## config.mk

```make
export PLATFORM = sky130hd
export DESIGN_NAME = nrr_ctrl
export DESIGN_NICKNAME = d
export VERILOG_FILES = /design/src/design/nrr_pkg.sv /design/src/design/nrr_ctrl.sv
export SDC_FILE = /design/constraint.sdc
export NUM_CORES = 1
export LEC_CHECK = 0
export ABC_CLOCK_PERIOD_IN_PS = 4400
export BUFFER_PORTS_ARGS = -buffer_cell sky130_fd_sc_hd__buf_2
export CAP_MARGIN = 10
export CORE_UTILIZATION = 30
export DETAILED_ROUTE_END_ITERATION = 8
export SLEW_MARGIN = 20
export SYNTH_ARGS = -nofsm -noshare
export SYNTH_HDL_FRONTEND = slang
export SYNTH_SLANG_ARGS = --single-unit
```

## constraint.sdc

```tcl
create_clock -name clk -period 4.4 [get_ports clk]
set_clock_uncertainty 0.05 [all_clocks]
set_input_delay 0.88 -clock clk [delete_from_list [all_inputs] [get_ports clk]]
set_output_delay 0.88 -clock clk [all_outputs]
set_load 0.02 [all_outputs]
```

## src/design/nrr_pkg.sv

```systemverilog
package nrr_pkg;

  localparam int TABLE_DEPTH = 64;
  localparam int EARLY_DEPTH = 16;
  localparam int ADDR_W = (TABLE_DEPTH > 1) ? $clog2(TABLE_DEPTH) : 1;
  localparam int EARLY_W = (EARLY_DEPTH > 1) ? $clog2(EARLY_DEPTH) : 1;
  localparam int CFG_IDX_W = 3;
  localparam int CFG_DATA_W = 16;
  localparam int US_PER_MS = 1000;

  typedef enum logic [1:0] {
    KIND_PACKET = 2'd0,
    KIND_EARLY  = 2'd1,
    KIND_TICK   = 2'd2,
    KIND_RTT    = 2'd3
  } kind_t;

  typedef enum logic [CFG_IDX_W-1:0] {
    CFG_FIRST_MULT  = 3'd0,
    CFG_RESEND_MULT = 3'd1,
    CFG_MAX_RETRIES = 3'd2,
    CFG_TIMEOUT_MS  = 3'd3,
    CFG_MIN_FIRST   = 3'd4
  } cfg_idx_t;

  typedef enum logic [1:0] {
    SCAN_FIND = 2'd0,
    SCAN_MIN  = 2'd1,
    SCAN_NEXT = 2'd2
  } scan_mode_t;

  typedef enum logic [3:0] {
    ST_IDLE, ST_DISPATCH, ST_DIV, ST_WALK, ST_EVICT_SCAN, ST_EVICT_DRAIN,
    ST_EVICT_WRITE, ST_FIND_SCAN, ST_FIND_DRAIN, ST_PRUNE, ST_TICK_SETUP,
    ST_NEXT_SCAN, ST_NEXT_DRAIN, ST_FETCH, ST_EVAL
  } state_t;

  typedef struct packed {
    logic [31:0] seq;
    logic [47:0] created;
    logic [47:0] sent;
    logic [7:0]  retries;
  } entry_t;

  localparam int ENTRY_W = $bits(entry_t);

  typedef struct packed {
    logic       capture;
    logic       first_pkt;
    logic       set_highest;
    logic       pkt_setup;
    logic       div_step;
    logic       walk_advance;
    logic       walk_insert_free;
    logic       walk_insert_best;
    logic       scan_start;
    scan_mode_t scan_mode;
    logic       scan_step;
    logic       prune;
    logic       early_add;
    logic       rtt_set;
    logic       tick_init;
    logic       tick_calc2;
    logic       eval;
    logic       flush;
  } nrr_cmd_t;

  typedef struct packed {
    kind_t kind;
    logic  started;
    logic  gap;
    logic  equal;
    logic  k_nz;
    logic  div_last;
    logic  walk_done;
    logic  walk_skip;
    logic  table_full;
    logic  idx_last;
    logic  found;
  } nrr_stat_t;

endpackage

```

## src/design/nrr_ctrl.sv

```systemverilog
module nrr_ctrl import nrr_pkg::*; (
  input  logic      clk,
  input  logic      rst,
  input  logic      start,
  output logic      busy,
  input  nrr_stat_t stat,
  output nrr_cmd_t  cmd
);

  state_t state, state_next;

  always_ff @(posedge clk) begin
    if (rst) begin
      state <= ST_IDLE;
    end else begin
      state <= state_next;
    end
  end

  assign busy = (state != ST_IDLE);

  always_comb begin
    cmd = '0;
    cmd.scan_mode = SCAN_FIND;
    state_next = state;
    unique case (state)
      ST_IDLE: begin
        if (start) begin
          cmd.capture = 1'b1;
          state_next = ST_DISPATCH;
        end
      end
      ST_DISPATCH: begin
        unique case (stat.kind)
          KIND_PACKET: begin
            priority if (!stat.started) begin
              cmd.first_pkt = 1'b1;
              state_next = ST_IDLE;
            end else if (stat.gap) begin
              cmd.pkt_setup = 1'b1;
              state_next = stat.k_nz ? ST_DIV : ST_WALK;
            end else if (stat.equal) begin
              cmd.set_highest = 1'b1;
              state_next = ST_PRUNE;
            end else begin
              cmd.scan_start = 1'b1;
              cmd.scan_mode = SCAN_FIND;
              state_next = ST_FIND_SCAN;
            end
          end
          KIND_EARLY: begin
            cmd.early_add = 1'b1;
            state_next = ST_IDLE;
          end
          KIND_TICK: begin
            cmd.tick_init = 1'b1;
            state_next = ST_TICK_SETUP;
          end
          KIND_RTT: begin
            cmd.rtt_set = 1'b1;
            state_next = ST_IDLE;
          end
          default: state_next = ST_IDLE;
        endcase
      end
      ST_DIV: begin
        cmd.div_step = 1'b1;
        if (stat.div_last) state_next = ST_WALK;
      end
      ST_WALK: begin
        priority if (stat.walk_done) begin
          cmd.set_highest = 1'b1;
          state_next = ST_PRUNE;
        end else if (stat.walk_skip) begin
          cmd.walk_advance = 1'b1;
        end else if (!stat.table_full) begin
          cmd.walk_insert_free = 1'b1;
        end else begin
          cmd.scan_start = 1'b1;
          cmd.scan_mode = SCAN_MIN;
          state_next = ST_EVICT_SCAN;
        end
      end
      ST_EVICT_SCAN: begin
        cmd.scan_step = 1'b1;
        if (stat.idx_last) state_next = ST_EVICT_DRAIN;
      end
      ST_EVICT_DRAIN: state_next = ST_EVICT_WRITE;
      ST_EVICT_WRITE: begin
        cmd.walk_insert_best = 1'b1;
        state_next = ST_WALK;
      end
      ST_FIND_SCAN: begin
        cmd.scan_step = 1'b1;
        if (stat.idx_last) state_next = ST_FIND_DRAIN;
      end
      ST_FIND_DRAIN: state_next = ST_PRUNE;
      ST_PRUNE: begin
        cmd.prune = 1'b1;
        state_next = ST_IDLE;
      end
      ST_TICK_SETUP: begin
        cmd.tick_calc2 = 1'b1;
        cmd.scan_start = 1'b1;
        cmd.scan_mode = SCAN_NEXT;
        state_next = ST_NEXT_SCAN;
      end
      ST_NEXT_SCAN: begin
        cmd.scan_step = 1'b1;
        cmd.scan_mode = SCAN_NEXT;
        if (stat.idx_last) state_next = ST_NEXT_DRAIN;
      end
      ST_NEXT_DRAIN: state_next = ST_FETCH;
      ST_FETCH: begin
        if (stat.found) begin
          state_next = ST_EVAL;
        end else begin
          cmd.flush = 1'b1;
          state_next = ST_IDLE;
        end
      end
      ST_EVAL: begin
        cmd.eval = 1'b1;
        cmd.scan_start = 1'b1;
        cmd.scan_mode = SCAN_NEXT;
        state_next = ST_NEXT_SCAN;
      end
      default: state_next = ST_IDLE;
    endcase
  end

endmodule

```

==> run metrics, run 1 <==
DR WL/cell 11.22 µm; CTS root buf clkbuf_4; Post-Syn Nets 101; leading cell types in the layout, fill and taps excluded 34 x buf_2, 8 x nand2_1, 8 x nor2_1; GR Util All Layers 0.1605; Initial Util 0.3202; Min Hold Slack 781.5 ps; First DRT Iteration DRCs 7; n_diodes 0; vias in the first global route 594; R2R depth 4; Compound-Gate Fraction of Synth Area 0.2510; final WL 1615 µm; Reg2Reg Launch Point state[1]; met2 Use GR 0.2541; drt first pass iters 4; setup slack, reg-to-reg 2410 ps; M3 GR Usage 0.02264; hold path startpoint state[2]; port bufs 34; Rel. slew slack 0.5668; Tmin final 3014 ps; Post-Route Utilization 0.4145; synth-to-layout area growth 29.48%; commonest non-fill, non-tap cell in the layout buf_2; Reg with most FFs state; final setup margin 1386 ps; average size of a mapped cell 7.304 µm²; Worst Setup SP state[0]; CP peak stage delay 670 ps; TNS Setup 0 ps; hold buffers post-CTS 0; Hold Path End state[2]; routed vias 746; Largest register FFs 4; Hold/Removal Path Class register to register; Nets 134; worst ir drop on vdd 276.3 µV; Leak Pwr 0.3898 nW; cells after synthesis 86; outcome finished clean; synthesized cell area 628.1 µm²; Post-CTS Setup Inserts 0; Setup CP Type register to output port; width of the die 47.76 µm; pin count of the biggest net entering global routing 20; fillers 221; hold path depth 2; CTS Buf Count 3; FF+latch count, synth 4; H-tree levels 1; Crit Reg-Reg Endpoint state[2]; DRT antenna net count 0; grt met1 use 0.2237; # DRC 0; die footprint 0.002281 mm²; GP Congestion 0.7729; routed vias/inst 5.181; CTS tree built; period utilisation layout 0.6851; startpoint types register; PwrDens 530.3 mW/mm²; critical-path cell list nor4b_4 > nand3_1 > or3_1 > o211ai_1 > buf_2; fmax 331.8 MHz; RSZ-0062 raised after global routing no; Die Ht 47.76 µm; io pins 35; post-synthesis xor/xnor area fraction 0.01394; registers with the most flip-flops state (4); share of cells above drive strength 1 0.4017; Critical Path End Type output port; Finish-stage setup viols 0; dpl ws 1560 ps; Design Power 431.3 µW; Yosys cell types 38; clock transition at the registers of the reported paths 40 ps; CTS-repair resized insts 0; Synth Area in Adders 0; Hold Vio Cnt, Final 0; crit path max-delay cell type dfxtp_1; first-pass GRT wire length 2594 µm; crit path DAT 2080 ps; num rows 16; maxcap violations 0; register area share after synthesis 0.1275; Detailed Place HPWL 1259 µm; initial antenna violation count 0; Final Max Slew Viols 0; Critical Path Fanout Max 16; Req. time, crit path 3470 ps; post-synthesis mux area share 0.01594; core area 0.001962 mm²; largest family of logic cells by synthesized area simple AND/OR/NAND/NOR gates; Synth warnings 0; Clk Latency, worst-skew pair 230 ps; GR peak layer met2; grt ovf 0; post-synthesis simple-gate area fraction 0.4960; Slew @ Worst Pin 648.8 ps; clock sink count 4; Longest Clk Path Bufs 2
-- final cells by class --
type	instances	area [µm²]	share of cell area
multi-input combinational	71	488.0	0.6000
tap	27	33.78	0.04154
sequential	4	80.08	0.09846
inverter	5	18.77	0.02308
clock buffer	3	22.52	0.02769
timing repair buffer	34	170.2	0.2092
-- logic make-up after synthesis --
kind of cell              count (synthesis)
and+or+nand+nor                          48
AOI/OAI and AO/OA                        21
buffers and inverters                    11
DFF                                       4
xor gates and xnor gates                  1
muxes                                     1
-- how the worst max path moves through the flow --
stage | end | cells after the start
2_1_floorplan | cmd[12] | 2
3_3_place_gp | cmd[10] | 6
3_5_place_dp | cmd[10] | 6
4_1_cts | cmd[10] | 5
5_1_grt | cmd[10] | 5
6_report | cmd[10] | 5
-- layer usage --
| layer | wire (µm) | vias up |
|---|---|---|
| met4 | 10 | 0 |
| met1 | 753 | 339 |
| li1 | - | 386 |
| met3 | 64 | 2 |
| met5 | 0 | - |
| met2 | 786 | 19 |
-- stage by stage --
stage,instances,cell area (µm²)
after detailed placement,141,790.8
after global routing,144,813.3
final,144,813.3
after floorplan,86,628.1
after global placement,141,790.8
after CTS,144,813.3
-- cells in the mapped netlist (all sizes together) --
| master | n | area share |
|---|---|---|
| a211oi | 2 | 0.024 |
| a21o | 1 | 0.012 |
| a21oi | 3 | 0.024 |
| a221oi | 2 | 0.028 |
| a2bb2oi | 1 | 0.024 |
| a311oi | 1 | 0.024 |
| a31o | 1 | 0.014 |
| a31oi | 4 | 0.040 |
| and2 | 2 | 0.020 |
| and3 | 5 | 0.058 |
| buf | 3 | 0.048 |
| clkbuf | 3 | 0.018 |
| dfxtp | 4 | 0.13 |
| inv | 5 | 0.030 |
| mux2i | 1 | 0.016 |
| nand2 | 8 | 0.048 |
| nand2b | 3 | 0.054 |
| nand3 | 1 | 0.0080 |
| nand3b | 3 | 0.036 |
| nor2 | 8 | 0.048 |
| nor2b | 3 | 0.030 |
| nor3 | 6 | 0.048 |
| nor3b | 2 | 0.024 |
| nor4 | 1 | 0.010 |
| nor4b | 1 | 0.038 |
| o211ai | 1 | 0.012 |
| o21ai | 3 | 0.024 |
| o22ai | 1 | 0.010 |
| o311a | 1 | 0.016 |
| or3 | 2 | 0.020 |
| or4 | 1 | 0.018 |
| or4b | 2 | 0.038 |
| xnor2 | 1 | 0.014 |
-- report_power, final --
part / internal, mW / switching (mW) / total, mW
clock network: 0.0305 / 0.0153 / 0.0458
registers: 0.0517 / 0.0688 / 0.121
logic: 0.129 / 0.136 / 0.265
total: 0.211 / 0.220 / 0.431
-- worst max-delay path, delay by kind of cell, from the launching register on --
family | cells | cell delay (ps)
AND/OR/NAND/NOR | 3 | 890
buffers and inverters | 1 | 190
AO/OA/AOI/OAI | 1 | 100
flip-flops | 1 | 670
Power figures use the tool's default switching activity.
==> inputs of run 2 (changes only) <==
ABC_AREA = 1   (was unset)
ABC_CLOCK_PERIOD_IN_PS = 2800   (was 4400)
clock period = 2.8 ns   (was 4.4 ns; I/O delays follow)
==> run 2 against run 1 <==
Against the previous run: clock power grew 49%; largest cell class unchanged; critical path type unchanged; register-to-register slack lost 1000 ps; combinational power grew 120%; largest power group unchanged; sequential share of layout area shrank 0.81 points.
==> run metrics, run 2 <==
outcome finished clean; Die Ht 49.15 µm (+2.9%); width of the die 49.15 µm (+2.9%); vias in the first global route 774 (+30%); share of cells above drive strength 1 0.3254 (-0.07627); die footprint 0.002416 mm² (+5.9%); first-pass GRT wire length 3049 µm (+18%); CTS root buf clkbuf_4; Placed Area 863.3 µm² (+9.2%); leading cell types in the layout, fill and taps excluded 34 x buf_2, 30 x nand2_1, 29 x nor2_1; ys flop type dfxtp_1; registers with the most flip-flops state (4); fmax 488.3 MHz; initial antenna violation count 0 (unchanged); Leak Pwr 0.5635 nW (+45%); Post-Route Utilization 0.4381 (+0.02358); n_diodes 0 (unchanged); CTS Buf Count 3 (unchanged); register area share after synthesis 0.1201 (-0.007415); Initial Util 0.3298 (+0.009674); DR WL/cell 9.000 µm (-20%); Hold/Removal Path Class register to register; Hold Vio Cnt, Final 0 (unchanged); Longest Clk Path Bufs 2 (unchanged); Tmin final 2048 ps; routed vias/inst 4.515 (-13%); # DRC 0 (unchanged); H-tree levels 1 (unchanged); PwrDens 900.0 mW/mm² (+70%); CTS-repair resized insts 0 (unchanged); pin count of the biggest net entering global routing 10 (-50%); average size of a mapped cell 5.014 µm² (-31%); post-synthesis simple-gate area fraction 0.6379 (+0.1419); grt ovf 0 (unchanged); RSZ-0062 raised after global routing no; crit path DAT 1440 ps (-640 ps); Req. time, crit path 2190 ps (-1280 ps); maxcap violations 0 (unchanged); TNS Setup 0 ps (unchanged); Min Hold Slack 501.6 ps (-279.9 ps); Clk Latency, worst-skew pair 230 ps (about the same); Critical Path End Type output port; final WL 1764 µm (+9.2%); Synth warnings 0 (unchanged); Final Cell Area 885.9 µm² (+8.9%); synthesized cell area 666.9 µm² (+6.2%); DRT antenna net count 0 (unchanged); GR Util All Layers 0.1596 (-0.0008857); synth-to-layout area growth 32.83%; io pins 35 (unchanged); post-synthesis mux area share 0 (-0.01594); First DRT Iteration DRCs 13 (+6); setup slack, reg-to-reg 1390 ps (-1020 ps); dominant cell type by area after synthesis nand2_1; cells after synthesis 133 (+55%); worst ir drop on vdd 489.0 µV (+77%); Reg with most FFs state; top cell type's share of synthesized area 0.1689 (+0.04137); Post-CTS Setup Inserts 0 (unchanged); FF+latch count, synth 4 (unchanged); Synth Area in Adders 0 (unchanged); GP Congestion 0.8152 (+5.5%); Yosys cell types 18 (-53%); largest cells by area after synthesis nand2_1 17%, nor2_1 16%, inv_1 13%; startpoint types register; R2R depth 9 (+5); Critical Path Fanout Max 8 (-8); Finish-stage setup viols 0 (unchanged); synth cell count leaders 30 x nand2_1, 29 x nor2_1, 23 x inv_1; drt first pass iters 4 (unchanged); num rows 16 (unchanged); Nets 186 (+39%); clock sink count 4 (unchanged); Largest register FFs 4 (unchanged); largest family of logic cells by synthesized area simple AND/OR/NAND/NOR gates; hold path depth 2 (unchanged); core area 0.002022 mm² (+3.1%); Detailed Place HPWL 1531 µm (+22%); hold buffers post-CTS 0 (unchanged); port bufs 34 (unchanged); post-synthesis xor/xnor area fraction 0 (-0.01394); clock transition at the registers of the reported paths 30 ps (about the same); Setup CP Type register to output port; routed vias 885 (+19%); Post-synth EDFFs 0 (unchanged); commonest non-fill, non-tap cell in the layout buf_2; Post-Syn Nets 148 (+47%); Compound-Gate Fraction of Synth Area 0.07129 (-0.1797); Async SR Flop Fraction 0 (unchanged); CTS tree built; Slew @ Worst Pin 303.9 ps (-345.0 ps); Rel. slew slack 0.7971 (+0.2303); Final Max Slew Viols 0 (unchanged); most frequent cell after synthesis nand2_1; period utilisation layout 0.7314
## run 2: layer usage
layer	up-vias	global-route usage	wire, µm
li1	481	-	-
met4	0	0.08333	26
met1	385	0.1978	819
met5	-	0	0
met2	15	0.2648	847
met3	4	0.02181	70
## run 2: path summary, 6_finish.rpt
path         startpoint       end
max            state[0]   cmd[10]
min            state[2]  state[2]
max reg2reg    state[0]  state[0]
min reg2reg    state[2]  state[2]
## run 2: critical path: stages (launching register included)
cell	delay, ps
dfxtp_1	490
inv_2	90
nor2_4	130
nand2_4	90
inv_2	70
nand2_1	70
o211ai_1	80
buf_2	190
## run 2: cell type report
class	instances	area, µm²
tap	27	33.78
multi-input combinational	100	473.0
clock buffer	3	22.52
fill	235	1136
inverter	28	106.4
timing repair buffer	34	170.2
sequential	4	80.08
## run 2: cell families (layout without fill, tap and decap cells)
group                  after synthesis  after routing
AOI/OAI and AO/OA                    9              9
buffers and inverters               29             65
DFF                                  4              4
and+or+nand+nor                     91             91
## run 2: metrics by stage
step | power, mW | instances | setup slack [ps]
after floorplan | 0.5907 | 133 | 746.0
after global routing | 0.8918 | 196 | 587.2
after detailed placement | 0.7330 | 193 | 831.9
after CTS | 0.8065 | 196 | 731.4
after global placement | 0.7237 | 193 | 847.0
final | 0.7973 | 196 | 752.2
## run 2: power breakdown
part,internal (mW),switching (mW),leakage [nW]
logic,0.188,0.402,0.517
clock network,0.0477,0.0206,0.0138
registers,0.0853,0.0544,0.0331
==> inputs of run 3 (changes only) <==
ABC_CLOCK_PERIOD_IN_PS = 2020   (was 2800)
clock period = 2.02 ns   (was 2.8 ns; I/O delays follow)
==> run 3 against run 2 <==
Against the previous run: hold slack worse by 97 ps; register-to-register slack got worse by 770 ps; non-clock buffer count is the same; clock-buffer cell count unchanged; design area did not move; die area stayed put; first-iteration DRC count decreased by 38%; combinational power up 38%; worst setup slack worse by 620 ps.
==> run metrics, run 3 (synthesis gave the netlist of run 2 again) <==
die footprint 0.002416 mm² (unchanged); leading cell types in the layout, fill and taps excluded 34 x buf_2, 30 x nand2_1, 29 x nor2_1; First DRT Iteration DRCs 8 (-5); Hold/Removal Path Class input pin to register; initial antenna violation count 0 (unchanged); drt first pass iters 4 (unchanged); period utilisation layout 0.9336; Req. time, crit path 1570 ps (-620 ps); DP Cell Count 193 (unchanged); Finished Layout Cells 196 (unchanged); commonest non-fill, non-tap cell in the layout buf_2; Critical Path End Type output port; Hold Vio Cnt, Final 0 (unchanged); Detailed Place HPWL 1515 µm (-1.0%); CTS root buf clkbuf_4; Min Hold Slack 404.6 ps (-96.98 ps); GP Congestion 0.8069 (-1.0%); RSZ-0062 raised after global routing no; Worst Setup SP state[3]; first-pass GRT wire length 3015 µm (-1.1%); Initial Util 0.3298 (unchanged); core area 0.002022 mm² (unchanged); Setup CP Type register to output port; Reg2Reg Launch Point state[2]; final WL 1758 µm (-0.34%); R2R depth 9 (unchanged); Final Max Slew Viols 0 (unchanged); startpoint types register; width of the die 49.15 µm (unchanged); worst ir drop on vdd 761.5 µV (+56%); H-tree levels 1 (unchanged); Finish-stage setup viols 0 (unchanged); clock sink count 4 (unchanged); DR WL/cell 8.969 µm (-0.34%); Clk Latency, worst-skew pair 230 ps (about the same); crit path DAT 1430 ps (about the same); hold path startpoint rst; CTS tree built; Post-CTS Setup Inserts 0 (unchanged); CTS Buf Count 3 (unchanged); fmax 530.2 MHz; Critical Path Fanout Max 9 (+1); Largest register FFs 4 (unchanged); met3 routed WL 39 µm (-44%); setup slack, reg-to-reg 620 ps (-770 ps); Crit Reg-Reg Endpoint state[3]; DR top layer met3; Critical Path End cmd[10]; PwrDens 1248 mW/mm² (+39%); Tmin final 1886 ps; port bufs 34 (unchanged); maxcap violations 0 (unchanged); n_diodes 0 (unchanged); registers with the most flip-flops state (4); hold buffers post-CTS 0 (unchanged); TNS Setup 0 ps (unchanged); Nets 186 (unchanged); num rows 16 (unchanged); clock transition at the registers of the reported paths 40 ps (about the same); WL met1 851 µm (+3.9%); pin count of the biggest net entering global routing 10 (unchanged); Reg with most FFs state; GR Util All Layers 0.1537 (-0.005940); synth-to-layout area growth 32.83% (unchanged); Die Ht 49.15 µm (unchanged); routed length on met2 867 µm (+2.4%); outcome finished clean; vias in the first global route 788 (+1.8%); CTS-repair resized insts 0 (unchanged); routed vias/inst 4.408 (-2.4%); Slew @ Worst Pin 289.4 ps (-14.43 ps); # DRC 0 (unchanged); Leak Pwr 0.5635 nW (unchanged); grt ovf 0 (unchanged); share of cells above drive strength 1 0.3254 (unchanged); Rel. slew slack 0.8066 (+0.009437); DRT antenna net count 0 (unchanged); io pins 35 (unchanged); routed vias 864 (-2.4%); Longest Clk Path Bufs 2 (unchanged)
[run 3: cell counts in the layout (fill, tap and decap cells not counted)]
Identical to the previous run, type by type.
[run 3: worst min path at each step]
stage,to,slack [ps],cells after the start
4_1_cts,state[1],400,4
6_report,state[2],400,4
5_1_grt,state[1],420,4
3_3_place_gp,state[2],490,2
3_5_place_dp,state[2],500,2
2_1_floorplan,state[2],480,2
[run 3: worst max-delay path: stages, from the launching register on]
cell and delay [ps]:
dfxtp_1 380, nor2_4 280, nand3_1 170, o211ai_1 180, buf_2 190
[run 3: layer usage]
metal / vias up / track usage
met4: 0 / 0.04412
li1: 480 / -
met1: 371 / 0.1918
met2: 13 / 0.2854
met5: - / 0
met3: 0 / 0
[run 3: final cells by class]
cell class              instances  area (µm²)
well taps                      27       33.78
inverters                      28       106.4
clock buffers                   3       22.52
flip-flops and latches          4       80.08
repair buffers                 34       170.2
multi-input cells             100       473.0
fillers                       242        1136
[run 3: through the flow]
stage	area, µm²	utilization	setup WS (ps)	total power, mW
floorplan	666.9	-	204.7	0.8188
global placement	863.3	0.4270	372.6	1.001
detailed placement	863.3	0.4270	338.8	1.008
CTS	885.9	0.4381	117.6	1.116
global route	885.9	0.4381	23.51	1.229
finish	885.9	0.4381	134.1	1.106
[run 3: report_power, final]
part	total [mW]	switching [mW]	internal [mW]
combinational	0.814	0.554	0.260
sequential	0.192	0.0741	0.118
clock	0.0994	0.0329	0.0665
